**src/sv/jakc_pkg.sv**
```systemverilog
package jakc_pkg;

  localparam int SAMPLE_W  = 12;
  localparam int POS_W     = 18;
  localparam int EST_OUT_W = 12;

  localparam int CFG_W     = 32;
  localparam int CFG_IDX_W = 3;

  localparam int PQ_W      = 32;
  localparam int DEN_W     = 34;
  localparam int LIM_W     = 12;
  localparam int GAIN_W    = 16;
  localparam int OUT_W     = 16;
  localparam int K_W       = 16;
  localparam int SCALED_W  = 14;
  localparam int SPAN_W    = 16;

  localparam int MUL_N     = 17;
  localparam int DIV_N     = 30;
  localparam int CNT_W     = 5;

  localparam logic [CFG_IDX_W-1:0] REG_NOISE_Q    = 3'd0;
  localparam logic [CFG_IDX_W-1:0] REG_NOISE_R    = 3'd1;
  localparam logic [CFG_IDX_W-1:0] REG_P_INIT     = 3'd2;
  localparam logic [CFG_IDX_W-1:0] REG_DEADBAND   = 3'd3;
  localparam logic [CFG_IDX_W-1:0] REG_MAX_RANGE  = 3'd4;
  localparam logic [CFG_IDX_W-1:0] REG_OUT_MIN    = 3'd5;
  localparam logic [CFG_IDX_W-1:0] REG_OUT_CENTER = 3'd6;
  localparam logic [CFG_IDX_W-1:0] REG_GAIN       = 3'd7;

  typedef enum logic [14:0] {
    S_IDLE = 15'b000000000000001,
    S_PREP = 15'b000000000000010,
    S_KSET = 15'b000000000000100,
    S_KDIV = 15'b000000000001000,
    S_KFIN = 15'b000000000010000,
    S_UPD  = 15'b000000000100000,
    S_EFIN = 15'b000000001000000,
    S_COND = 15'b000000010000000,
    S_GMUL = 15'b000000100000000,
    S_SSET = 15'b000001000000000,
    S_SMUL = 15'b000010000000000,
    S_DSET = 15'b000100000000000,
    S_ODIV = 15'b001000000000000,
    S_PFIN = 15'b010000000000000,
    S_DONE = 15'b100000000000000
  } state_t;

endpackage

```
**src/sv/jakc_sample_if.sv**
```systemverilog
interface jakc_sample_if import jakc_pkg::*; ();
  logic                valid;
  logic                ready;
  logic                mode;
  logic [SAMPLE_W-1:0] sample;

  modport source (output valid, output mode, output sample, input ready);
  modport sink (input valid, input mode, input sample, output ready);
endinterface

```
**src/sv/jakc_result_if.sv**
```systemverilog
interface jakc_result_if import jakc_pkg::*; ();
  logic                  valid;
  logic                  ready;
  logic signed [POS_W-1:0] position;
  logic [EST_OUT_W-1:0]  estimate;

  modport source (output valid, output position, output estimate, input ready);
  modport sink (input valid, input position, input estimate, output ready);
endinterface

```
**src/sv/joystick_axis_kalman_conditioner.sv**
```systemverilog
// Joystick axis conditioner: a scalar Kalman filter on each ADC sample, then
// center, dead zone, clamp to +-max_range, gain and linear mapping to the
// output scale. One result per input transfer. A new sample is taken only
// in the idle state, after the last one has reached the output register.
// The gain division and the output division run on one bit-serial
// restoring divider, and the estimate/covariance update, the gain scaling
// and the span scaling run on bit-serial shift-add multipliers. A calibrate
// item skips the filter. A finished result sits in the output register, so
// the next sample can be taken while it waits. Write the
// configuration registers only while the block is idle.
module joystick_axis_kalman_conditioner import jakc_pkg::*; #(
  parameter int ADC_BITS  = 12,
  parameter int FRAC_BITS = 16
) (
  input  logic                 clk,
  input  logic                 rst,
  input  logic                 cfg_we,
  input  logic [CFG_IDX_W-1:0] cfg_index,
  input  logic [CFG_W-1:0]     cfg_data,
  jakc_sample_if.sink          samples,
  jakc_result_if.source        results
);

  localparam int EW = ADC_BITS + FRAC_BITS;
  localparam int CW = ((ADC_BITS > LIM_W) ? ADC_BITS : LIM_W) + 1;
  localparam logic [ADC_BITS-1:0] MID = {1'b1, {(ADC_BITS-1){1'b0}}};

  // configuration
  logic [PQ_W-1:0]          noise_q, noise_r, p_init;
  logic [LIM_W-1:0]         deadband, max_range;
  logic signed [OUT_W-1:0]  out_min, out_center;
  logic [GAIN_W-1:0]        gain;

  // filter state
  logic [EW-1:0]            estimate_q;
  logic [PQ_W-1:0]          covariance;
  logic [ADC_BITS-1:0]      center_point;

  state_t                   state;
  logic [CNT_W-1:0]         cnt;
  logic [ADC_BITS-1:0]      smp;
  logic [EW-1:0]            diff;
  logic                     diff_neg;
  logic [PQ_W-1:0]          p_r;
  logic                     den_zero;

  logic [EW-1:0]            mul_mcand, mul_hi;
  logic [MUL_N-1:0]         mul_lo;
  logic [PQ_W-1:0]          cm_hi;
  logic [MUL_N-1:0]         cm_lo;

  logic [DEN_W-1:0]         div_rem, div_dsr;
  logic [DIV_N-1:0]         div_dvd, div_quo;

  logic                     res_neg;
  logic [SPAN_W-1:0]        span_mag_r;
  logic signed [POS_W-1:0]  res_pos;

  logic                     out_valid;
  logic signed [POS_W-1:0]  out_pos;
  logic [EST_OUT_W-1:0]     out_est;

  // combinational
  logic [ADC_BITS-1:0]      sample_m;
  logic [EW-1:0]            target;
  logic [PQ_W:0]            p_sum;
  logic [PQ_W-1:0]          p_sat;
  logic [DEN_W-1:0]         den;
  logic [EW:0]              mul_sum;
  logic [PQ_W:0]            cm_sum;
  logic [DEN_W:0]           div_trial, div_sub;
  logic                     div_ge;
  logic [DEN_W-1:0]         div_rem_step;
  logic [K_W-1:0]           k_val;
  logic [EW-1:0]            est_step;
  logic [PQ_W-1:0]          cov_new;
  logic [ADC_BITS-1:0]      est_int;
  logic [ADC_BITS:0]        dev, dev_abs;
  logic                     dev_neg, in_dz;
  logic [CW-1:0]            abs_c, dz_c, lim_c, mag_c;
  logic [LIM_W-1:0]         mag;
  logic signed [SPAN_W:0]   span;
  logic                     span_neg;
  logic [SPAN_W-1:0]        span_mag;
  logic [SCALED_W-1:0]      scaled;
  logic [DIV_N-1:0]         span_prod;
  logic signed [31:0]       q_ext, q_signed, pos_sum;
  logic signed [POS_W-1:0]  pos_sat, center_pos;
  logic                     mul_run;

  always_comb begin
    sample_m  = ADC_BITS'(samples.sample);
    target    = {smp, {FRAC_BITS{1'b0}}};
    p_sum     = {1'b0, covariance} + {1'b0, noise_q};
    p_sat     = p_sum[PQ_W] ? {PQ_W{1'b1}} : p_sum[PQ_W-1:0];
    den       = DEN_W'(p_r) + DEN_W'(noise_r);

    mul_sum   = {1'b0, mul_hi} + (mul_lo[0] ? {1'b0, mul_mcand} : '0);
    cm_sum    = {1'b0, cm_hi} + (cm_lo[0] ? {1'b0, p_r} : '0);

    div_trial    = {div_rem, div_dvd[DIV_N-1]};
    div_sub      = div_trial - {1'b0, div_dsr};
    div_ge       = div_trial >= {1'b0, div_dsr};
    div_rem_step = div_ge ? div_sub[DEN_W-1:0] : div_trial[DEN_W-1:0];

    if (den_zero) begin
      k_val = '0;
    end else if (div_quo[DIV_N-1:K_W] != '0) begin
      k_val = {K_W{1'b1}};
    end else begin
      k_val = div_quo[K_W-1:0];
    end

    est_step = {mul_hi[EW-2:0], mul_lo[MUL_N-1]};
    cov_new  = {cm_hi[PQ_W-2:0], cm_lo[MUL_N-1]};

    est_int  = estimate_q[EW-1:FRAC_BITS];
    dev      = {1'b0, est_int} - {1'b0, center_point};
    dev_abs  = dev[ADC_BITS] ? (~dev + 1'b1) : dev;
    abs_c    = CW'(dev_abs[ADC_BITS-1:0]);
    dz_c     = CW'(deadband);
    lim_c    = CW'(max_range);
    in_dz    = abs_c < dz_c;
    mag_c    = in_dz ? '0 : ((abs_c > lim_c) ? lim_c : abs_c);
    mag      = mag_c[LIM_W-1:0];
    dev_neg  = dev[ADC_BITS] && !in_dz;

    span     = $signed({5'b0, max_range}) - (SPAN_W+1)'(out_min);
    span_neg = span[SPAN_W];
    span_mag = span_neg ? SPAN_W'(-span) : span[SPAN_W-1:0];

    scaled    = {mul_hi[10:0], mul_lo[MUL_N-1:MUL_N-3]};
    span_prod = {mul_hi[12:0], mul_lo};

    q_ext      = $signed({2'b0, div_quo});
    q_signed   = res_neg ? -q_ext : q_ext;
    pos_sum    = 32'(out_center) + q_signed;
    center_pos = POS_W'(out_center);
    if (pos_sum > 32'sd131071) begin
      pos_sat = {1'b0, {(POS_W-1){1'b1}}};
    end else if (pos_sum < -32'sd131072) begin
      pos_sat = {1'b1, {(POS_W-1){1'b0}}};
    end else begin
      pos_sat = pos_sum[POS_W-1:0];
    end

    mul_run = (state == S_UPD) || (state == S_GMUL) || (state == S_SMUL);
  end

  always_ff @(posedge clk) begin
    if (rst) begin
      noise_q    <= 32'd655;
      noise_r    <= 32'd65536;
      p_init     <= 32'd65536;
      deadband   <= 12'd10;
      max_range  <= 12'd100;
      out_min    <= -16'sd100;
      out_center <= 16'sd0;
      gain       <= 16'd16384;
    end else if (cfg_we) begin
      unique case (cfg_index)
        REG_NOISE_Q:    noise_q    <= cfg_data;
        REG_NOISE_R:    noise_r    <= cfg_data;
        REG_P_INIT:     p_init     <= cfg_data;
        REG_DEADBAND:   deadband   <= cfg_data[LIM_W-1:0];
        REG_MAX_RANGE:  max_range  <= cfg_data[LIM_W-1:0];
        REG_OUT_MIN:    out_min    <= $signed(cfg_data[OUT_W-1:0]);
        REG_OUT_CENTER: out_center <= $signed(cfg_data[OUT_W-1:0]);
        REG_GAIN:       gain       <= cfg_data[GAIN_W-1:0];
      endcase
    end
  end

  always_ff @(posedge clk) begin
    if (mul_run) begin
      mul_hi <= mul_sum[EW:1];
      mul_lo <= {mul_sum[0], mul_lo[MUL_N-1:1]};
      cm_hi  <= cm_sum[PQ_W:1];
      cm_lo  <= {cm_sum[0], cm_lo[MUL_N-1:1]};
    end
    if ((state == S_KDIV) || (state == S_ODIV)) begin
      div_rem <= div_rem_step;
      div_dvd <= {div_dvd[DIV_N-2:0], 1'b0};
      div_quo <= {div_quo[DIV_N-2:0], div_ge};
    end

    if (rst) begin
      state        <= S_IDLE;
      out_valid    <= 1'b0;
      estimate_q   <= {MID, {FRAC_BITS{1'b0}}};
      covariance   <= 32'd65536;
      center_point <= MID;
    end else begin
      if (out_valid && results.ready && (state != S_DONE)) begin
        out_valid <= 1'b0;
      end

      unique case (state)
        S_IDLE: begin
          if (samples.valid) begin
            smp <= sample_m;
            if (samples.mode) begin
              center_point <= sample_m;
              estimate_q   <= {sample_m, {FRAC_BITS{1'b0}}};
              covariance   <= p_init;
              res_pos      <= center_pos;
              state        <= S_DONE;
            end else begin
              state <= S_PREP;
            end
          end
        end
        S_PREP: begin
          p_r <= p_sat;
          if (target >= estimate_q) begin
            diff     <= target - estimate_q;
            diff_neg <= 1'b0;
          end else begin
            diff     <= estimate_q - target;
            diff_neg <= 1'b1;
          end
          state <= S_KSET;
        end
        S_KSET: begin
          div_dsr  <= den;
          den_zero <= (den == '0);
          div_rem  <= DEN_W'(p_r[PQ_W-1:1]);
          div_dvd  <= {p_r[0], {(DIV_N-1){1'b0}}};
          div_quo  <= '0;
          cnt      <= CNT_W'(MUL_N - 1);
          state    <= S_KDIV;
        end
        S_KDIV: begin
          cnt <= cnt - 1'b1;
          if (cnt == '0) begin
            state <= S_KFIN;
          end
        end
        S_KFIN: begin
          mul_mcand <= diff;
          mul_hi    <= '0;
          mul_lo    <= {1'b0, k_val};
          cm_hi     <= '0;
          cm_lo     <= {1'b1, {K_W{1'b0}}} - {1'b0, k_val};
          cnt       <= CNT_W'(MUL_N - 1);
          state     <= S_UPD;
        end
        S_UPD: begin
          cnt <= cnt - 1'b1;
          if (cnt == '0) begin
            state <= S_EFIN;
          end
        end
        S_EFIN: begin
          estimate_q <= diff_neg ? (estimate_q - est_step) : (estimate_q + est_step);
          covariance <= cov_new;
          state      <= S_COND;
        end
        S_COND: begin
          if (max_range == '0) begin
            res_pos <= center_pos;
            state   <= S_DONE;
          end else begin
            mul_mcand  <= EW'(mag);
            mul_hi     <= '0;
            mul_lo     <= {1'b0, gain};
            res_neg    <= dev_neg ^ span_neg;
            span_mag_r <= span_mag;
            cnt        <= CNT_W'(MUL_N - 1);
            state      <= S_GMUL;
          end
        end
        S_GMUL: begin
          cnt <= cnt - 1'b1;
          if (cnt == '0) begin
            state <= S_SSET;
          end
        end
        S_SSET: begin
          mul_mcand <= EW'(span_mag_r);
          mul_hi    <= '0;
          mul_lo    <= MUL_N'(scaled);
          cnt       <= CNT_W'(MUL_N - 1);
          state     <= S_SMUL;
        end
        S_SMUL: begin
          cnt <= cnt - 1'b1;
          if (cnt == '0) begin
            state <= S_DSET;
          end
        end
        S_DSET: begin
          div_dsr <= DEN_W'({max_range, 1'b0});
          div_rem <= '0;
          div_dvd <= span_prod;
          div_quo <= '0;
          cnt     <= CNT_W'(DIV_N - 1);
          state   <= S_ODIV;
        end
        S_ODIV: begin
          cnt <= cnt - 1'b1;
          if (cnt == '0) begin
            state <= S_PFIN;
          end
        end
        S_PFIN: begin
          res_pos <= pos_sat;
          state   <= S_DONE;
        end
        S_DONE: begin
          if (!out_valid || results.ready) begin
            out_valid <= 1'b1;
            out_pos   <= res_pos;
            out_est   <= EST_OUT_W'(est_int);
            state     <= S_IDLE;
          end
        end
        default: state <= S_IDLE;
      endcase
    end
  end

  assign samples.ready    = (state == S_IDLE);
  assign results.valid    = out_valid;
  assign results.position = out_pos;
  assign results.estimate = out_est;

endmodule
```
**src/flat_wrapper.sv**
```systemverilog
// flat-port wrapper written by rule: the top's interface ports become plain ports
module joystick_axis_kalman_conditioner_flat import jakc_pkg::*;
#(
  parameter int ADC_BITS  = 12,
  parameter int FRAC_BITS = 16
)
  (clk, rst, cfg_we, cfg_index, cfg_data, samples_valid, samples_mode, samples_sample, samples_ready, results_valid, results_position, results_estimate, results_ready);
  jakc_sample_if samples_i ();
  jakc_result_if results_i ();
  input  logic clk;
  input  logic rst;
  input  logic cfg_we;
  input  logic [CFG_IDX_W-1:0] cfg_index;
  input  logic [CFG_W-1:0] cfg_data;
  input wire logic [$bits(samples_i.valid)-1:0] samples_valid;
  input wire logic [$bits(samples_i.mode)-1:0] samples_mode;
  input wire logic [$bits(samples_i.sample)-1:0] samples_sample;
  output wire logic [$bits(samples_i.ready)-1:0] samples_ready;
  output wire logic [$bits(results_i.valid)-1:0] results_valid;
  output wire logic [$bits(results_i.position)-1:0] results_position;
  output wire logic [$bits(results_i.estimate)-1:0] results_estimate;
  input wire logic [$bits(results_i.ready)-1:0] results_ready;
  assign samples_i.valid = samples_valid;
  assign samples_i.mode = samples_mode;
  assign samples_i.sample = samples_sample;
  assign samples_ready = samples_i.ready;
  assign results_valid = results_i.valid;
  assign results_position = results_i.position;
  assign results_estimate = results_i.estimate;
  assign results_i.ready = results_ready;
  joystick_axis_kalman_conditioner #(.ADC_BITS(ADC_BITS), .FRAC_BITS(FRAC_BITS)) u_core (.clk(clk), .rst(rst), .cfg_we(cfg_we), .cfg_index(cfg_index), .cfg_data(cfg_data), .samples(samples_i), .results(results_i));
endmodule
```
**config.mk**
```make
export PLATFORM = sky130hd
export DESIGN_NAME = joystick_axis_kalman_conditioner_flat
export DESIGN_NICKNAME = d
export VERILOG_FILES = /design/src/sv/jakc_pkg.sv /design/src/sv/jakc_sample_if.sv /design/src/sv/jakc_result_if.sv /design/src/sv/joystick_axis_kalman_conditioner.sv /design/src/flat_wrapper.sv
export SDC_FILE = /design/constraint.sdc
export NUM_CORES = 2
export LEC_CHECK = 0
export ABC_AREA = 1
export BUFFER_PORTS_ARGS = -buffer_cell sky130_fd_sc_hd__buf_2
export CAP_MARGIN = 20
export CORE_AREA = 2 2 274 276
export CTS_CLUSTER_DIAMETER = 60
export CTS_CLUSTER_SIZE = 30
export DETAILED_ROUTE_END_ITERATION = 8
export DIE_AREA = 0 0 276 278
export HOLD_SLACK_MARGIN = 0.02
export PLACE_DENSITY_LB_ADDON = 0.1
export RECOVER_POWER = 100
export SLEW_MARGIN = 25
export SYNTH_ARGS = -nofsm -noshare
export SYNTH_HDL_FRONTEND = slang
export SYNTH_SLANG_ARGS = --single-unit
```
**constraint.sdc**
```tcl
create_clock -name clk -period 4.65 [get_ports clk]
set_clock_uncertainty 0.15 [all_clocks]
set_input_delay 0.6975 -clock clk [delete_from_list [all_inputs] [get_ports clk]]
set_output_delay 0.6975 -clock clk [all_outputs]
set_load 0.05 [all_outputs]
```
Word level (Yosys, flattened, before mapping)

Index checks and enable logic that the tools add are counted.

Bits of input ports: 53
Output and inout port bits: 32
Word-level logic and storage cells: 202
Bits in registers: 650

Reductions and logical operators: 43
$add $sub $neg: 17
Eq/ne operators: 33
Mux-type cells: 66
Order comparisons: 6
Bitwise gates (word level): 4

Operator list:

| operator                                         | count |
|---|---|
| 28-bit 2-to-1 mux                                | 9 |
| 15-bit one-hot mux with 15 select lines          | 1 |
| 32-bit 2-to-1 mux                                | 7 |
| 30-bit 2-to-1 mux                                | 5 |
| 34-bit one-hot mux with 2 select lines           | 2 |
| 15-bit 2-to-1 mux                                | 9 |
| 28-bit one-hot mux with 2 select lines           | 2 |
| 17-bit 2-to-1 mux                                | 6 |
| 34-bit 2-to-1 mux                                | 3 |
| 18-bit 2-to-1 mux                                | 5 |
| 28-bit one-hot mux with 3 select lines           | 1 |
| 28-bit subtractor                                | 3 |
| 32-bit by 32-bit adder with 33-bit output        | 2 |
| 32-bit one-hot mux with 2 select lines           | 1 |
| 30-bit one-hot mux with 2 select lines           | 1 |
| 18-bit one-hot mux with 3 select lines           | 1 |
| 17-bit one-hot mux with 3 select lines           | 1 |
| 16-bit 2-to-1 mux                                | 3 |
| 12-bit 2-to-1 mux                                | 3 |
| 35-bit by 34-bit >= comparator with 1-bit output | 1 |
| 34-bit logical NOT                               | 1 |
| 34-bit subtractor                                | 1 |
| 32-bit by 33-bit adder with 33-bit output        | 1 |
| 16-bit by 32-bit adder with 32-bit output        | 1 |
| 58 further kinds                                 | 99 |

Logic depth before layout (Yosys ltp)

Depth after elaboration: 9
Gate-level depth with buffers: 33
Depth with buffers taken out: 32

Least setup slack after synthesis

Ideal clock, no wire load.

Path kind: input to register
Start point: input port rst
End point: register u_core.diff[0], enable pin
Library setup time: 480 ps
Stages: 3
Arrival time: 3696 ps
Buffers on the path: 2
Setup slack: 324 ps
Path through: clkbuf_1 clkbuf_1 nor2_1

Longest elaborated chain between the ends: 2

Ends and longest elaborated chain:

| element                       | RTL line                                | source |
|---|---|---|
| start: declaration            | flat_wrapper.sv:11                      | `input logic rst;` |
| 1-bit inverter (no line)      | n/a                                     |  |
| 2-bit AND reduction (no line) | n/a                                     |  |
| end signal: assignment        | joystick_axis_kalman_conditioner.sv:216 | `diff <= target - estimate_q;` |
| end signal: assignment        | joystick_axis_kalman_conditioner.sv:219 | `diff <= estimate_q - target;` |
| end: declaration              | joystick_axis_kalman_conditioner.sv:42  | `logic [EW-1:0] diff;` |

Every way passes these cells.
A chain may end at the register's enable or synchronous reset.

Final worst setup path

Start point: register u_core.div_quo[1]
End point: register u_core.res_pos[3] (data pin)

Longest elaborated chain between the ends: 7
Elaborated cells on any way between the ends: 8
Classes of those cells: add/sub (2); order compare (2); mux (4)

Ends and longest elaborated chain:

| element                                         | RTL line                                | source |
|---|---|---|
| start: declaration                              | joystick_axis_kalman_conditioner.sv:53  | `logic [DIV_N-1:0] div_dvd, div_quo;` |
| start signal: assignment                        | joystick_axis_kalman_conditioner.sv:184 | `div_quo <= {div_quo[DIV_N-2:0], div_ge};` |
| 30-bit negator with 32-bit output               | joystick_axis_kalman_conditioner.sv:136 | `q_signed = res_neg ? -q_ext : q_ext;` |
| 32-bit 2-to-1 mux *                             | joystick_axis_kalman_conditioner.sv:136 |  |
| 16-bit by 32-bit adder with 32-bit output *     | joystick_axis_kalman_conditioner.sv:137 | `pos_sum = 32'(out_center) + q_signed;` |
| 32-bit by 18-bit < comparator with 1-bit output | joystick_axis_kalman_conditioner.sv:141 | `end else if (pos_sum < -32'sd131072) begin` |
| 18-bit 2-to-1 mux                               | joystick_axis_kalman_conditioner.sv:141 |  |
| 18-bit 2-to-1 mux *                             | joystick_axis_kalman_conditioner.sv:139 | `if (pos_sum > 32'sd131071) begin` |
| 18-bit one-hot mux with 3 select lines *        | joystick_axis_kalman_conditioner.sv:198 | `unique case (state)` |
| end signal: assignment                          | joystick_axis_kalman_conditioner.sv:206 | `res_pos <= center_pos;` |
| end signal: assignment                          | joystick_axis_kalman_conditioner.sv:261 | `res_pos <= center_pos;` |
| end signal: assignment                          | joystick_axis_kalman_conditioner.sv:307 | `res_pos <= pos_sat;` |
| end: declaration                                | joystick_axis_kalman_conditioner.sv:57  | `logic signed [POS_W-1:0] res_pos;` |

Every way passes the cells marked *; elsewhere a longest branch is shown, timed or not.

==> metrics <==
Max Transition Viols Final=95; pwr/cell area=612 nW/um^2; top_reg_cell synth=dfxtp_1; Final Cycle Share=between 90 and 100%; Starting Density=59.5%; htree depth=2; register area share after synthesis=about a third; cts bufs inserted=57; Netlist cell types=60; clk buf depth=3; clock root cell=clkbuf_16; pin count of the biggest net entering global routing=190; vias in the first global route=between 30000 and 40000; Die Area=76700 sq um; family with the most delay on the worst path=simple AND/OR/NAND/NOR gates; most common cell after layout, fill and taps aside=nand2_1; Fin. Hold Viols=0; leakage=22.8 nW; asr flop ratio synth=0%; CTS tree=done; aggregate routed wire length=141 mm; arrival time worst endpoint=~4600 ps; #FFs+latches synth=649; post-route ant nets=0; DR pass1 iterations=9; Mapped Nets=approximately 6700; crit-path max FO=9; Util after Layout=64.3%; Mean Syn Cell Area=6.92 sq um; Most common cell on crit path=nand2_1; Startpoint Class=register; CTS clk-pin slew, worst paths=90 ps; post-route setup TNS=0 ps; Syn. warnings=0; Crit Path Class=reg2reg; worst-skew pair later-pin latency=~670 ps; FMAX=232 MHz; Hold Path Class=in2reg; max-cap check violation count=2; via count=42600; Post-Syn Area=between 40000 and 50000 sq um; Largest stage delay, worst path=320 ps; # fillers=6950; first-pass GRT wire length=219 mm; drt via density=5.76; Post-synth EDFFs=205; Core Area=73800 sq um; gpl congestion=roughly 0.99; IO Port Bufs=84; top-area cell type share of the netlist area=between 20% and 30%; chip width=276 um; # IOs=between 80 and 90; worst slew pin tran=1850 ps; Max stage delay cell, worst path=dfxtp_1; pre-CTS setup slack=74.9 ps; Tmin final=4320 ps; Final WS setup=roughly 330 ps; Worst VDD drop=888 uV; Syn Inst Count=6348; number of DRC markers in iteration 0=4381; GRT overflow=0; CP Capture Type=register; crit path buf inv count=4; Hold Buf Count CTS=0; # nets final=6729; Slew headroom=-23.0%; Area Growth Syn to Fin=8.05%; FP Rows=100; Synth area leaders=dfxtp_1 20%, edfxtp_1 14%, nand2_1 12%; DP HPWL=around 110 mm; initial antenna violation count=5; status=finished, violations left; DRC Markers=6; biggest area consumer among synthesized cells=dfxtp_1; Die H=278 um; # setup viols final=0; gr usage total=35.8%; drt wl/cell=roughly 19 um; clock sinks=649; ratio of cells with drive above 1 in the final layout=4.77%; critical path data required time=4910 ps; commonest cells after routing, fill and taps aside=1460 x nand2_1, 824 x inv_1, 710 x nor2_1, 563 x o21ai_0, 461 x a21oi_1; failing checks=design-rule violations, max-capacitance violations, max-slew violations
## worst paths after layout
kind                                 from                                    end  slack [ps]  depth (start not counted)
max             u_core.div_quo[1]$_DFF_P_            u_core.res_pos[3]$_DFFE_PP_         330                         26
min                     samples_sample[4]                u_core.smp[4]$_DFFE_PP_         150                          1
max reg2reg     u_core.div_quo[1]$_DFF_P_            u_core.res_pos[3]$_DFFE_PP_         330                         26
min reg2reg  u_core.res_pos[17]$_DFFE_PP_  u_core.results.position[17]$_DFFE_PP_         270                          0
## synth_stat cells, types with 8 or more instances
library cell     n
ha_1           294
o21ai_1         73
nand2_1       1457
inv_1          819
o21ai_0        521
o21bai_1        19
xor2_1         173
or2_2           19
o211ai_1        63
nor3_1          72
o221ai_1        11
buf_2           41
a21o_1          22
nand3b_1        17
a22o_1          10
a211oi_1        12
inv_2           27
edfxtp_1       205
xnor2_1         64
fa_1            10
nor4_1          23
a21oi_1        463
o22ai_1         35
a21boi_0        13
nand3_1        333
a31oi_1         65
buf_1           15
dfxtp_1        444
and2_1           8
nand2_2         20
nand4_1         61
nor2_1         715
o31ai_1         15
clkbuf_1       133
o21a_1          12
## per-stage QoR
| step | power, mW | std cells | hold slack, ps | area, sq um |
|---|---|---|---|---|
| 3_3_place_gp | 22.9 | 7274 | 251 | 45300 |
| 6_report | 29.0 | 7391 | 145 | 47500 |
| 4_1_cts | 28.7 | 7382 | 73.7 | 47500 |
| 5_1_grt | 31.3 | 7390 | 134 | 47400 |
| 2_1_floorplan | 19.2 | 6348 | 250 | 43900 |
| 3_5_place_dp | 23.2 | 7274 | 255 | 45300 |
## sequential cells by signal, summed over array words and instances, names as in the netlist, 18 cells and up
register / flops
u_core.mul_hi: 28
u_core.diff: 28
u_core.res_pos: 18
u_core.estimate_q: 28
u_core.noise_r: 32
u_core.mul_mcand: 28
u_core.p_r: 32
u_core.results.position: 18
u_core.noise_q: 32
u_core.p_init: 32
u_core.div_rem: 34
u_core.cm_hi: 32
u_core.covariance: 32
u_core.div_quo: 30
u_core.div_dsr: 33
u_core.div_dvd: 30
## repair_timing
item,in CTS,in global routing
resized for setup,0,35
setup endpoints to repair,0,30
setup buffers,0,6
## logic make-up after synthesis
family / share of synthesized area (%)
flops: 34.3
fa+ha+maj: 8.83
compound gates: 16.9
mux: 0.0228
simple gates: 26.0
buf+inv: 9.24
xor+xnor: 4.73
## metal layers
metal  global-route usage (%)  wire length, um
met1                     51.7            63600
met2                     54.6            59200
met3                     5.74            13100
met4                     11.9             4850
met5                        0               29
## report_power, final
group	switching [mW]	total, mW	internal (mW)	leakage, nW
logic	10.1	15.4	5.31	16.2
clock network	2.80	5.48	2.68	1.06
registers	1.02	8.20	7.18	5.53
## final cells by class
class / count / area, sq um / share of cell area (%)
well taps: 969 / 1210 / 2.56
multi-input cells: 4651 / 24900 / 52.5
diodes: 1 / 2.50 / 0.00527
repair buffers: 162 / 873 / 1.84
flip-flops and latches: 649 / 15000 / 31.7
inverters: 851 / 3200 / 6.75
clock inverters: 46 / 696 / 1.47
clock buffers: 62 / 1510 / 3.18
Power figures use the tool's default switching activity.
